==> src/rtl/core/bldef_pkg.sv <==
// Package for the button lockout debounce block with event queue.
// Holds the shared state type, command struct, opcodes and button masks.
// No dependencies.
`timescale 1ns / 1ps

package bldef_pkg;

    localparam int unsigned MASK_W   = 16;
    localparam int unsigned TIME_W   = 32;
    localparam int unsigned WINDOW_W = 16;
    localparam int unsigned CODE_W   = 3;

    localparam logic [WINDOW_W-1:0] WINDOW_RESET = 16'd120;

    localparam logic OP_EDGE = 1'b0;
    localparam logic OP_POP  = 1'b1;

    typedef enum logic [1:0] {
        S_IDLE,
        S_FETCH,
        S_EXEC
    } t_state;

    // Commands from the controller to the datapath.
    typedef struct packed {
        logic capture;
        logic commit;
    } t_cmd;

    // Fixed GPIO line of each button; slots past the sixth never match.
    function automatic logic [MASK_W-1:0] button_mask(input int unsigned idx);
        logic [MASK_W-1:0] m;
        case (idx)
            0:       m = 16'h0008;
            1:       m = 16'h0010;
            2:       m = 16'h0020;
            3:       m = 16'h0100;
            4:       m = 16'h0200;
            5:       m = 16'h0400;
            default: m = '0;
        endcase
        return m;
    endfunction

endpackage

==> src/rtl/core/bldef_in_if.sv <==
// Input channel of the button lockout block: edge reports and pop requests.
// Depends on bldef_pkg for field widths.
`timescale 1ns / 1ps

interface bldef_in_if;
    import bldef_pkg::*;

    logic                valid;
    logic                ready;
    logic                op;
    logic [MASK_W-1:0]   pin_mask;
    logic [TIME_W-1:0]   now_ms;

    modport source (output valid, output op, output pin_mask, output now_ms, input ready);
    modport sink   (input valid, input op, input pin_mask, input now_ms, output ready);
endinterface

==> src/rtl/core/bldef_out_if.sv <==
// Result channel of the button lockout block.
// Depends on bldef_pkg for field widths.
`timescale 1ns / 1ps

interface bldef_out_if;
    import bldef_pkg::*;

    logic              valid;
    logic              ready;
    logic              event_valid;
    logic [CODE_W-1:0] event_code;
    logic              press_accepted;
    logic              press_dropped_full;
    logic              press_ignored;

    modport source (output valid, output event_valid, output event_code,
                    output press_accepted, output press_dropped_full,
                    output press_ignored, input ready);
    modport sink   (input valid, input event_valid, input event_code,
                    input press_accepted, input press_dropped_full,
                    input press_ignored, output ready);
endinterface

==> src/rtl/core/bldef_cfg_if.sv <==
// Configuration write channel carrying the debounce window.
// Depends on bldef_pkg for the register width.
`timescale 1ns / 1ps

interface bldef_cfg_if;
    import bldef_pkg::*;

    logic                valid;
    logic                ready;
    logic [WINDOW_W-1:0] data;

    modport source (output valid, output data, input ready);
    modport sink   (input valid, input data, output ready);
endinterface

==> src/rtl/core/button_lockout_debounce_event_fifo_top.sv <==
// Top level of the button lockout debounce block with event queue.
// Depends on bldef_pkg, the three channel interfaces, bldef_ctrl and bldef_dpath.
`timescale 1ns / 1ps

// Usage:
// i_in carries one transaction per item: op 0 reports a falling edge with
// a pin mask and the millisecond time, op 1 pops the oldest queued event.
// o_out returns exactly one result transaction per input transaction, in
// order: the popped event, or the accept, drop or ignore flag of an edge.
// i_cfg writes the debounce window; it is always ready and should be
// written only while no item is in flight.
// Each item passes through capture at the accepting edge, a ring memory
// read at the read pointer, and commit into the output register. A new
// item is accepted in the cycle after the commit, so the block does not
// take a new item until the last one has committed; the fetch step is
// there for the registered read of the ring memory. The
// block holds one item at a time.
// When the receiver stalls, the result waits in the output register; the
// next item is still taken and held at commit until the slot frees.
// Reset (synchronous, active low) empties the ring, clears all press times
// to zero and sets the window to 120 ms; ring contents need no clearing.

module button_lockout_debounce_event_fifo_top
    import bldef_pkg::*;
#(
    parameter int unsigned RING_DEPTH   = 16,
    parameter int unsigned BUTTON_COUNT = 6
) (
    input  logic        i_clk,
    input  logic        i_rst_n,
    bldef_in_if.sink    i_in,
    bldef_out_if.source o_out,
    bldef_cfg_if.sink   i_cfg
);

    t_cmd cmd;
    logic in_ready;
    logic out_valid;

    assign i_in.ready  = in_ready;
    assign o_out.valid = out_valid;
    assign i_cfg.ready = 1'b1;

    bldef_ctrl u_ctrl (
        .i_clk       (i_clk),
        .i_rst_n     (i_rst_n),
        .i_in_valid  (i_in.valid),
        .o_in_ready  (in_ready),
        .i_out_ready (o_out.ready),
        .o_out_valid (out_valid),
        .o_cmd       (cmd)
    );

    bldef_dpath #(
        .RING_DEPTH   (RING_DEPTH),
        .BUTTON_COUNT (BUTTON_COUNT)
    ) u_dpath (
        .i_clk                (i_clk),
        .i_rst_n              (i_rst_n),
        .i_cmd                (cmd),
        .i_op                 (i_in.op),
        .i_pin_mask           (i_in.pin_mask),
        .i_now_ms             (i_in.now_ms),
        .i_cfg_we             (i_cfg.valid),
        .i_cfg_data           (i_cfg.data),
        .o_event_valid        (o_out.event_valid),
        .o_event_code         (o_out.event_code),
        .o_press_accepted     (o_out.press_accepted),
        .o_press_dropped_full (o_out.press_dropped_full),
        .o_press_ignored      (o_out.press_ignored)
    );

endmodule

==> src/rtl/core/bldef_ctrl.sv <==
// Controller of the button lockout block: sequences capture, memory fetch
// and commit, and owns the output register's valid flag. Uses bldef_pkg.
`timescale 1ns / 1ps

module bldef_ctrl
    import bldef_pkg::*;
(
    input  logic i_clk,
    input  logic i_rst_n,
    input  logic i_in_valid,
    output logic o_in_ready,
    input  logic i_out_ready,
    output logic o_out_valid,
    output t_cmd o_cmd
);

    t_state r_state, n_state;
    logic   r_out_valid, n_out_valid;

    always_comb begin
        n_state = r_state;
        case (r_state)
            S_IDLE: begin
                if (i_in_valid) n_state = S_FETCH;
            end
            S_FETCH: begin
                n_state = S_EXEC;
            end
            S_EXEC: begin
                if (!r_out_valid || i_out_ready) n_state = S_IDLE;
            end
            default: begin
                n_state = S_IDLE;
            end
        endcase
    end

    always_comb begin
        o_in_ready    = 1'b0;
        o_cmd.capture = 1'b0;
        o_cmd.commit  = 1'b0;
        case (r_state)
            S_IDLE: begin
                o_in_ready    = 1'b1;
                o_cmd.capture = i_in_valid;
            end
            S_EXEC: begin
                // The result may only be written once the output slot is free.
                o_cmd.commit = !r_out_valid || i_out_ready;
            end
            default: begin
                o_in_ready = 1'b0;
            end
        endcase
    end

    always_comb begin
        n_out_valid = r_out_valid;
        if (o_cmd.commit) begin
            n_out_valid = 1'b1;
        end else if (i_out_ready) begin
            n_out_valid = 1'b0;
        end
    end

    always_ff @(posedge i_clk) begin
        if (!i_rst_n) begin
            r_state     <= S_IDLE;
            r_out_valid <= 1'b0;
        end else begin
            r_state     <= n_state;
            r_out_valid <= n_out_valid;
        end
    end

    assign o_out_valid = r_out_valid;

endmodule

==> src/rtl/core/bldef_dpath.sv <==
// Datapath of the button lockout block: button match, debounce compare,
// press time table, event ring memory and output register. Uses bldef_pkg.
`timescale 1ns / 1ps

module bldef_dpath
    import bldef_pkg::*;
#(
    parameter int unsigned RING_DEPTH   = 16,
    parameter int unsigned BUTTON_COUNT = 6
) (
    input  logic                i_clk,
    input  logic                i_rst_n,
    input  t_cmd                i_cmd,
    input  logic                i_op,
    input  logic [MASK_W-1:0]   i_pin_mask,
    input  logic [TIME_W-1:0]   i_now_ms,
    input  logic                i_cfg_we,
    input  logic [WINDOW_W-1:0] i_cfg_data,
    output logic                o_event_valid,
    output logic [CODE_W-1:0]   o_event_code,
    output logic                o_press_accepted,
    output logic                o_press_dropped_full,
    output logic                o_press_ignored
);

    localparam int unsigned PTR_W = $clog2(RING_DEPTH);
    localparam int unsigned IDX_W = (BUTTON_COUNT > 1) ? $clog2(BUTTON_COUNT) : 1;
    localparam logic [PTR_W-1:0] PTR_LAST = PTR_W'(RING_DEPTH - 1);

    logic                r_op;
    logic [MASK_W-1:0]   r_mask;
    logic [TIME_W-1:0]   r_now;
    logic [WINDOW_W-1:0] r_window;
    logic [PTR_W-1:0]    r_wp, n_wp;
    logic [PTR_W-1:0]    r_rp, n_rp;
    logic [TIME_W-1:0]   r_last [BUTTON_COUNT];
    logic [CODE_W-1:0]   r_ring [RING_DEPTH];
    logic [CODE_W-1:0]   r_rd_data;

    logic                r_ev_valid, n_ev_valid;
    logic [CODE_W-1:0]   r_ev_code, n_ev_code;
    logic                r_acc, n_acc;
    logic                r_drop, n_drop;
    logic                r_ign, n_ign;

    logic                hit;
    logic [IDX_W-1:0]    hit_idx;
    logic [TIME_W-1:0]   elapsed;
    logic                pass;
    logic [PTR_W-1:0]    wp_next;
    logic [PTR_W-1:0]    rp_next;
    logic                ring_full;
    logic                ring_empty;
    logic                time_we;
    logic                ring_we;

    // First button whose fixed mask equals the reported mask exactly.
    always_comb begin
        hit     = 1'b0;
        hit_idx = '0;
        for (int unsigned i = 0; i < BUTTON_COUNT; i++) begin
            if (!hit && button_mask(i) != '0 && button_mask(i) == r_mask) begin
                hit     = 1'b1;
                hit_idx = IDX_W'(i);
            end
        end
    end

    // Modulo-2^32 elapsed time since the button's last accepted press.
    assign elapsed    = r_now - r_last[hit_idx];
    assign pass       = elapsed >= {{(TIME_W-WINDOW_W){1'b0}}, r_window};
    assign wp_next    = (r_wp == PTR_LAST) ? '0 : r_wp + PTR_W'(1);
    assign rp_next    = (r_rp == PTR_LAST) ? '0 : r_rp + PTR_W'(1);
    assign ring_full  = wp_next == r_rp;
    assign ring_empty = r_wp == r_rp;

    always_comb begin
        n_wp       = r_wp;
        n_rp       = r_rp;
        n_ev_valid = 1'b0;
        n_ev_code  = '0;
        n_acc      = 1'b0;
        n_drop     = 1'b0;
        n_ign      = 1'b0;
        time_we    = 1'b0;
        ring_we    = 1'b0;
        if (r_op == OP_POP) begin
            if (!ring_empty) begin
                n_ev_valid = 1'b1;
                n_ev_code  = r_rd_data;
                n_rp       = rp_next;
            end
        end else if (!hit || !pass) begin
            n_ign = 1'b1;
        end else begin
            // The press time is refreshed even when the event is dropped.
            time_we = 1'b1;
            if (!ring_full) begin
                ring_we = 1'b1;
                n_wp    = wp_next;
                n_acc   = 1'b1;
            end else begin
                n_drop = 1'b1;
            end
        end
    end

    always_ff @(posedge i_clk) begin
        if (i_cmd.capture) begin
            r_op   <= i_op;
            r_mask <= i_pin_mask;
            r_now  <= i_now_ms;
        end
        if (i_cmd.commit) begin
            r_ev_valid <= n_ev_valid;
            r_ev_code  <= n_ev_code;
            r_acc      <= n_acc;
            r_drop     <= n_drop;
            r_ign      <= n_ign;
        end
    end

    always_ff @(posedge i_clk) begin
        if (!i_rst_n) begin
            r_window <= WINDOW_RESET;
            r_wp     <= '0;
            r_rp     <= '0;
            for (int unsigned i = 0; i < BUTTON_COUNT; i++) begin
                r_last[i] <= '0;
            end
        end else begin
            if (i_cfg_we) r_window <= i_cfg_data;
            if (i_cmd.commit) begin
                r_wp <= n_wp;
                r_rp <= n_rp;
                if (time_we) r_last[hit_idx] <= r_now;
            end
        end
    end

    // Event ring memory: one write port, one registered read at the read pointer.
    always_ff @(posedge i_clk) begin
        if (i_cmd.commit && ring_we) begin
            r_ring[r_wp] <= CODE_W'(hit_idx);
        end
    end

    always_ff @(posedge i_clk) begin
        r_rd_data <= r_ring[r_rp];
    end

    assign o_event_valid        = r_ev_valid;
    assign o_event_code         = r_ev_code;
    assign o_press_accepted     = r_acc;
    assign o_press_dropped_full = r_drop;
    assign o_press_ignored      = r_ign;

endmodule

==> src/flat_wrapper.sv <==
// flat-port wrapper written by rule: the top's interface ports become plain ports
module button_lockout_debounce_event_fifo_top_flat import bldef_pkg::*;
#(
    parameter int unsigned RING_DEPTH   = 16,
    parameter int unsigned BUTTON_COUNT = 6
)
  (i_clk, i_rst_n, i_in_valid, i_in_op, i_in_pin_mask, i_in_now_ms, i_in_ready, o_out_valid, o_out_event_valid, o_out_event_code, o_out_press_accepted, o_out_press_dropped_full, o_out_press_ignored, o_out_ready, i_cfg_valid, i_cfg_data, i_cfg_ready);
  bldef_in_if i_in_i ();
  bldef_out_if o_out_i ();
  bldef_cfg_if i_cfg_i ();
  input  logic i_clk;
  input  logic i_rst_n;
  input wire logic [$bits(i_in_i.valid)-1:0] i_in_valid;
  input wire logic [$bits(i_in_i.op)-1:0] i_in_op;
  input wire logic [$bits(i_in_i.pin_mask)-1:0] i_in_pin_mask;
  input wire logic [$bits(i_in_i.now_ms)-1:0] i_in_now_ms;
  output wire logic [$bits(i_in_i.ready)-1:0] i_in_ready;
  output wire logic [$bits(o_out_i.valid)-1:0] o_out_valid;
  output wire logic [$bits(o_out_i.event_valid)-1:0] o_out_event_valid;
  output wire logic [$bits(o_out_i.event_code)-1:0] o_out_event_code;
  output wire logic [$bits(o_out_i.press_accepted)-1:0] o_out_press_accepted;
  output wire logic [$bits(o_out_i.press_dropped_full)-1:0] o_out_press_dropped_full;
  output wire logic [$bits(o_out_i.press_ignored)-1:0] o_out_press_ignored;
  input wire logic [$bits(o_out_i.ready)-1:0] o_out_ready;
  input wire logic [$bits(i_cfg_i.valid)-1:0] i_cfg_valid;
  input wire logic [$bits(i_cfg_i.data)-1:0] i_cfg_data;
  output wire logic [$bits(i_cfg_i.ready)-1:0] i_cfg_ready;
  assign i_in_i.valid = i_in_valid;
  assign i_in_i.op = i_in_op;
  assign i_in_i.pin_mask = i_in_pin_mask;
  assign i_in_i.now_ms = i_in_now_ms;
  assign i_in_ready = i_in_i.ready;
  assign o_out_valid = o_out_i.valid;
  assign o_out_event_valid = o_out_i.event_valid;
  assign o_out_event_code = o_out_i.event_code;
  assign o_out_press_accepted = o_out_i.press_accepted;
  assign o_out_press_dropped_full = o_out_i.press_dropped_full;
  assign o_out_press_ignored = o_out_i.press_ignored;
  assign o_out_i.ready = o_out_ready;
  assign i_cfg_i.valid = i_cfg_valid;
  assign i_cfg_i.data = i_cfg_data;
  assign i_cfg_ready = i_cfg_i.ready;
  button_lockout_debounce_event_fifo_top #(.RING_DEPTH(RING_DEPTH), .BUTTON_COUNT(BUTTON_COUNT)) u_core (.i_clk(i_clk), .i_rst_n(i_rst_n), .i_in(i_in_i), .o_out(o_out_i), .i_cfg(i_cfg_i));
endmodule
==> config.mk <==
export PLATFORM = sky130hd
export DESIGN_NAME = button_lockout_debounce_event_fifo_top_flat
export DESIGN_NICKNAME = d
export VERILOG_FILES = /design/src/rtl/core/bldef_pkg.sv /design/src/rtl/core/bldef_in_if.sv /design/src/rtl/core/bldef_out_if.sv /design/src/rtl/core/bldef_cfg_if.sv /design/src/rtl/core/button_lockout_debounce_event_fifo_top.sv /design/src/rtl/core/bldef_ctrl.sv /design/src/rtl/core/bldef_dpath.sv /design/src/flat_wrapper.sv
export SDC_FILE = /design/constraint.sdc
export NUM_CORES = 1
export LEC_CHECK = 0
export ABC_AREA = 1
export BUFFER_PORTS_ARGS = -buffer_cell sky130_fd_sc_hd__buf_2
export CORE_UTILIZATION = 45
export CTS_CLUSTER_SIZE = 8
export DETAILED_ROUTE_END_ITERATION = 8
export GPL_ROUTABILITY_DRIVEN = 0
export HOLD_SLACK_MARGIN = 0.12
export PLACE_DENSITY = 0.69
export SYNTH_ARGS = -nofsm -noshare
export SYNTH_HDL_FRONTEND = slang
export SYNTH_SLANG_ARGS = --single-unit
export TNS_END_PERCENT = 100
==> constraint.sdc <==
create_clock -name i_clk -period 8.4 [get_ports i_clk]
set_clock_uncertainty 0.05 [all_clocks]
set_input_delay 2.1 -clock i_clk [delete_from_list [all_inputs] [get_ports i_clk]]
set_output_delay 2.1 -clock i_clk [all_outputs]
set_load 0.01 [all_outputs]
**Yosys cells after proc, flatten, opt, wreduce, memory -nomap -nowiden**

Memories as Yosys holds them, arrays and structs flattened. A register that Yosys moved wholly into a read port is not among the register bits.
Index checks and enable logic that the tools add are counted.

- Register bits: 83
- RAM bits: 240
- Input bits: 70
- Output and inout bits: 10
- Logic and storage cells: 100
- Memories kept: 2

Memories:

| name | depth | width | rd ports | clocked after Yosys merged registers in | wr ports | RTL line | source |
|---|---|---|---|---|---|---|---|
| u_core.u_dpath.r_last | 6 | 32 | 1 | 0 | 6 | bldef_dpath.sv:36 | `logic [TIME_W-1:0] r_last [BUTTON_COUNT];` |
| u_core.u_dpath.r_ring | 16 | 3 | 1 | 1 | 1 | bldef_dpath.sv:37 | `logic [CODE_W-1:0] r_ring [RING_DEPTH];` |

- Add/sub/neg operators: 3
- Magnitude comparators: 1
- Equal/unequal tests: 14
- Muxes and demuxes: 39
- Bitwise logic cells: 4
- Reduce and logical (&&, ||, !) cells: 24

Operator list:

| kind | number |
|---|---|
| greater-or-equal comparator 32 x 16 -> 1 bit | 1 |
| 2-to-1 mux 32 bit | 1 |
| OR reduction 32 bit | 1 |
| subtractor 32 bit | 1 |
| 2-to-1 mux 1 bit | 28 |
| == test 10 x 16 -> 1 bit (first input constant) | 1 |
| == test 11 x 16 -> 1 bit (first input constant) | 1 |
| == test 4 x 16 -> 1 bit (first input constant) | 1 |
| == test 5 x 16 -> 1 bit (first input constant) | 1 |
| == test 6 x 16 -> 1 bit (first input constant) | 1 |
| == test 9 x 16 -> 1 bit (first input constant) | 1 |
| 2-to-1 mux 3 bit | 5 |
| adder 4 x 1 -> 4 bit (second input constant) | 2 |
| == test 4 bit | 2 |
| == test 4 bit (second input constant) | 2 |
| logical NOT 1 bit | 8 |
| 2-to-1 mux 4 bit | 2 |
| logical AND 1 bit | 6 |
| one-hot mux 2 bit (3 select lines) | 1 |
| 2-to-1 mux 2 bit | 2 |
| != test 2 bit (second input constant) | 2 |
| inverter 1 bit | 4 |
| AND reduction 4 bit | 1 |
| OR reduction 2 bit | 2 |
| 7 further kinds | 8 |

**Longest topological paths before layout**

An unclocked memory read counts as a cell.

- Depth after elaboration: 30
- Gate-level depth with buffers: 42
- Mapped depth without buffers: 40

**By module**

Synthesis repeated with hierarchy kept, for this count alone.

- Cell total of the unflattened synthesis: 1873
- Area, all modules: 18740.5 um2

Modules (own cells, without submodules):

| module | times used | cells an instance | area each (um2) | sequential area each (um2) |
|---|---|---|---|---|
| bldef_dpath | 1 | 1851 | 18575.3 | 11350.9 |
| bldef_ctrl | 1 | 20 | 153.9 | 60.1 |
| button_lockout_debounce_event_fifo_top | 1 | 2 | 11.3 | 0.0 |

**Least setup slack after synthesis**

OpenSTA, ideal clock, no wires.

- Path kind: flip-flop to flip-flop
- From: register u_core.u_dpath.r_mask[7]
- To: memory u_core.u_dpath.r_last[4][0] (enable)
- Setup time: 0.478 ns
- Arrival time: 5.520 ns
- Slack: 2.352 ns
- Cell stages (with the launch flop): 39
- Period minus slack after synthesis: 6.048 ns
- Path through: edfxtp_1 -> nor2_1 -> nand3_2 -> nor2_4 -> nand3b_4 -> nand2_1 -> inv_1 -> nand2_1 -> inv_1 -> clkbuf_1 -> o21ai_0 -> nor2_1 -> o21ai_0 -> inv_1 -> fa_1 -> inv_1 -> nand2_1 -> nand3_2 -> (+3 left out) -> nand2_1 -> xor2_1 -> ha_1 -> nand2_1 -> nor2_1 -> a211oi_1 -> nand2_1 -> nor2_1 -> nand2_1 -> nor2_1 -> nand4_1 -> nor2_1 -> nand3_2 -> nand4_4 -> nor2_2 -> nand3_1 -> buf_2 -> nand2_1

RTL lines:

| what | RTL line | source |
|---|---|---|
| start: declaration | bldef_dpath.sv:31 | `logic [MASK_W-1:0] r_mask;` |
| start signal: assignment | bldef_dpath.sv:111 | `r_mask <= i_pin_mask;` |
| end: declaration | bldef_dpath.sv:36 |  |

==> impl_results.rst <==
.. list-table::
   :header-rows: 1

   * - Metric
     - Value
   * - Endpoints failing hold
     - 0
   * - Number of detailed-routing iterations run before antenna repair
     - 6
   * - Kind of critical path
     - reg -> reg
   * - Slew at the pin closest to its max-slew limit
     - 1000 ps
   * - Maximum number of pins on one net before global-route repair
     - 50
   * - Post-route DRC
     - 0
   * - Global-route wire length before repair
     - 68.2 mm
   * - Post-route antenna net violation count
     - 0
   * - Final clock period utilization by the worst path
     - 0.813
   * - Max frequency
     - 146 MHz
   * - Mean routed wirelength per cell
     - 18.1 microns
   * - Maximum fanout encountered on the critical timing path
     - 34
   * - Cts repair resizes
     - 0
   * - Number of cell rows
     - 70
   * - Via count of the first global-routing pass
     - 12800
   * - DIE HEIGHT
     - 195 microns
   * - Via count
     - 13000
   * - Clock tree from TritonCTS
     - built
   * - Die ar.
     - 0.0380 sq mm
   * - Final WL
     - 43.1 mm
   * - Max_slew headroom
     - 0.331
   * - Residual overflow from global routing
     - 0
   * - Power consumption
     - 3.87 mW
   * - Maximum level of the CTS H-tree
     - 2
   * - Power density over the cells
     - 205 mW/mm^2
   * - Synthesized area per cell
     - 9.25 sq um
   * - Worst stage delay on the critical path
     - 540 ps
   * - Critical-path cell with the highest stage delay
     - sky130_fd_sc_hd__nand3_4
   * - P_leak
     - 7.90 nW
   * - Initial core utilization
     - 0.458
   * - Flop and latch count out of synthesis
     - 328
   * - Num CTS Buffers
     - 47
   * - GRT Overall Usage
     - 0.230
   * - Sequential cell area
     - 0.00955 sq mm
   * - Most used cells in the layout excluding fill and tap cells
     - 358 x sky130_fd_sc_hd__nor2_1, 345 x sky130_fd_sc_hd__nand2_1, 298 x sky130_fd_sc_hd__edfxtp_1
   * - Clock latency on the worst-skew pair
     - 560 ps
   * - Clock sink count
     - 328
   * - Buffers added on ports
     - 78
   * - Number of distinct library cells after synthesis
     - 48
   * - Diode count
     - 0
   * - Post-synth design cell area
     - 0.0168 sq mm
   * - Buffers inserted by post-CTS timing repair
     - 0
   * - Setup repair after global routing missed its margin
     - no
   * - Filler cell count
     - 3325
   * - Routed via count divided by cell count
     - 5.46
   * - Status
     - finished clean
   * - X dimension of the die
     - 195 microns
   * - Most common cell on crit path
     - sky130_fd_sc_hd__nand2_1
   * - Class of the most critical hold timing path
     - reg -> reg
   * - Detail Placement HPWL
     - 29.1 mm
   * - Count of routing violations after the opening detailed-route iteration
     - 1163
   * - Core area
     - 0.0366 sq mm
   * - Element type at the critical path start
     - register
   * - Count of max-cap constraint violations
     - 0
   * - Max VDD drop
     - 0.157 mV
   * - Clock root buffer
     - sky130_fd_sc_hd__clkbuf_16
   * - Clock Path Buffers
     - 3
   * - Fraction of layout instances using a drive strength above 1
     - 0.0982
   * - Synth-to-Final Area Change
     - 12.5%
   * - Top-level port count
     - 80
   * - Post-Synthesis Cells
     - 1812
   * - Number of endpoints failing setup at the final stage
     - 0
   * - Most common cell after layout, fill and taps aside
     - sky130_fd_sc_hd__nor2_1
   * - Final net count
     - 2014
   * - Post-layout min period
     - 6830 ps
   * - Initial antenna violation count
     - 0
   * - Synth Warn #
     - 0
   * - Multi-input gate area
     - 0.00602 sq mm
   * - Sum of negative setup slack
     - 0 ps
   * - Clock transition time at the flip-flop clock pins of the worst setup and hold paths
     - 50 ps
   * - Hold Buf Count CTS
     - 0
   * - Arrival time at the worst endpoint
     - 6970 ps
   * - Final max-slew violation count
     - 0
   * - Type of destination of the critical path
     - register
   * - Required time reported for the critical path endpoint
     - 8550 ps
   * - Sequential element share of the synthesized area
     - 0.570
## sequential cells by signal, summed over array words and instances, names as in the netlist
| register | count |
|---|---|
| u_core.u_dpath.r_last | 194 |
| u_core.u_dpath.r_ring | 48 |
| u_core.u_dpath.r_now | 32 |
| u_core.u_dpath.r_mask | 16 |
| u_core.u_dpath.r_window | 16 |
| u_core.u_dpath.r_rp | 4 |
| u_core.u_dpath.r_wp | 4 |
| u_core.u_dpath.o_event_code | 3 |
| u_core.u_dpath.r_rd_data | 3 |
| u_core.u_ctrl.r_state | 2 |
| u_core.u_ctrl.o_out_valid | 1 |
| u_core.u_dpath.o_event_valid | 1 |
| u_core.u_dpath.o_press_accepted | 1 |
| u_core.u_dpath.o_press_dropped_full | 1 |
| u_core.u_dpath.o_press_ignored | 1 |
| u_core.u_dpath.r_op | 1 |
## metrics by stage
stage / setup slack, ps / instances / util / hold slack (ps) / cell area, sq um
CTS: 1610 / 2382 / 0.515 / 426 / 18900
global placement: 1840 / 2310 / 0.480 / 409 / 17600
detailed placement: 1630 / 2310 / 0.480 / 413 / 17600
finish: 1570 / 2382 / 0.515 / 423 / 18900
global route: 892 / 2382 / 0.515 / 452 / 18900
floorplan: 2350 / 1813 / - / 385 / 16800
## kinds of logic after synthesis
| kind of cell | count (synthesis) | share of synthesized area |
|---|---|---|
| compound gates | 266 | 0.0912 |
| xor+xnor | 27 | 0.0141 |
| fa+ha+maj | 53 | 0.0400 |
| buf+inv | 296 | 0.0725 |
| flops | 328 | 0.570 |
| mux | 4 | 0.00239 |
| other cells | 2 | 0.000448 |
| simple gates | 836 | 0.209 |
## final timing paths
| kind | startpoint | to | slack, ps | depth (start not counted) |
|---|---|---|---|---|
| hold / removal | u_core.u_dpath.r_window[1]$_SDFFE_PN0P_ | u_core.u_dpath.r_window[1]$_SDFFE_PN0P_ | 420 | 2 |
| setup reg to reg | u_core.u_dpath.r_mask[7]$_DFFE_PP_ | u_core.u_dpath.r_last[3][9]$_SDFFCE_PN0P_ | 1570 | 35 |
| setup / recovery | u_core.u_dpath.r_mask[7]$_DFFE_PP_ | u_core.u_dpath.r_last[3][9]$_SDFFCE_PN0P_ | 1570 | 35 |
| hold reg to reg | u_core.u_dpath.r_window[1]$_SDFFE_PN0P_ | u_core.u_dpath.r_window[1]$_SDFFE_PN0P_ | 420 | 2 |
## per-layer routing
metal,global-route usage,routed length [microns]
met1,0.305,18100
met2,0.382,20200
met3,0.0333,3280
met4,0.0854,1440
met5,0,0
## worst max-delay path, delay by kind of cell (launching register included)
kind	cells	cell delay, ps
adder cells (fa/ha/maj)	2	580
AND/OR/NAND/NOR	22	3130
XOR/XNOR	1	170
AO/OA/AOI/OAI	4	670
flip-flops	1	390
buffers and inverters	6	1440
## synth_stat cells, drive strengths merged
| master | n | area share |
|---|---|---|
| nor4 | 3 | 0.0011 |
| fa | 1 | 0.0012 |
| a21oi | 64 | 0.019 |
| conb | 2 | 0.00045 |
| nor4b | 1 | 0.00052 |
| o32ai | 8 | 0.0042 |
| a21o | 1 | 0.00045 |
| buf | 26 | 0.012 |
| o21ai | 144 | 0.043 |
| xnor2 | 7 | 0.0037 |
| a221o | 1 | 0.00060 |
| o211ai | 3 | 0.0013 |
| ha | 52 | 0.039 |
| nor3 | 25 | 0.0081 |
| edfxtp | 298 | 0.53 |
| a21boi | 1 | 0.00045 |
| nor2 | 363 | 0.083 |
| o21bai | 4 | 0.0018 |
| a211oi | 2 | 0.00090 |
| inv | 223 | 0.050 |
| clkbuf | 46 | 0.010 |
| mux2i | 4 | 0.0024 |
| a31oi | 2 | 0.00075 |
| nand2 | 352 | 0.080 |
| nand4 | 23 | 0.0095 |
| or2 | 1 | 0.00037 |
| a221oi | 4 | 0.0021 |
| nand3b | 7 | 0.0041 |
| xor2 | 20 | 0.010 |
| clkinv | 1 | 0.00022 |
| dfxtp | 30 | 0.036 |
| nand3 | 61 | 0.023 |
| o221ai | 30 | 0.016 |
| o21a | 2 | 0.00090 |
## report_power, final
| part | internal [mW] | switching (mW) |
|---|---|---|
| clock network | 1.02 | 0.666 |
| registers | 1.83 | 0.0274 |
| logic | 0.110 | 0.211 |
| total | 2.96 | 0.904 |
## cell type report
type / count / share of cell area
Sequential cell: 328 / 0.506
Inverter: 224 / 0.0446
Tap cell: 468 / 0.0311
Multi-Input combinational cell: 1189 / 0.319
Timing Repair Buffer: 101 / 0.0305
Clock buffer: 68 / 0.0665
Clock inverter: 4 / 0.00186
Note: power is estimated with default switching activity, not from simulation.
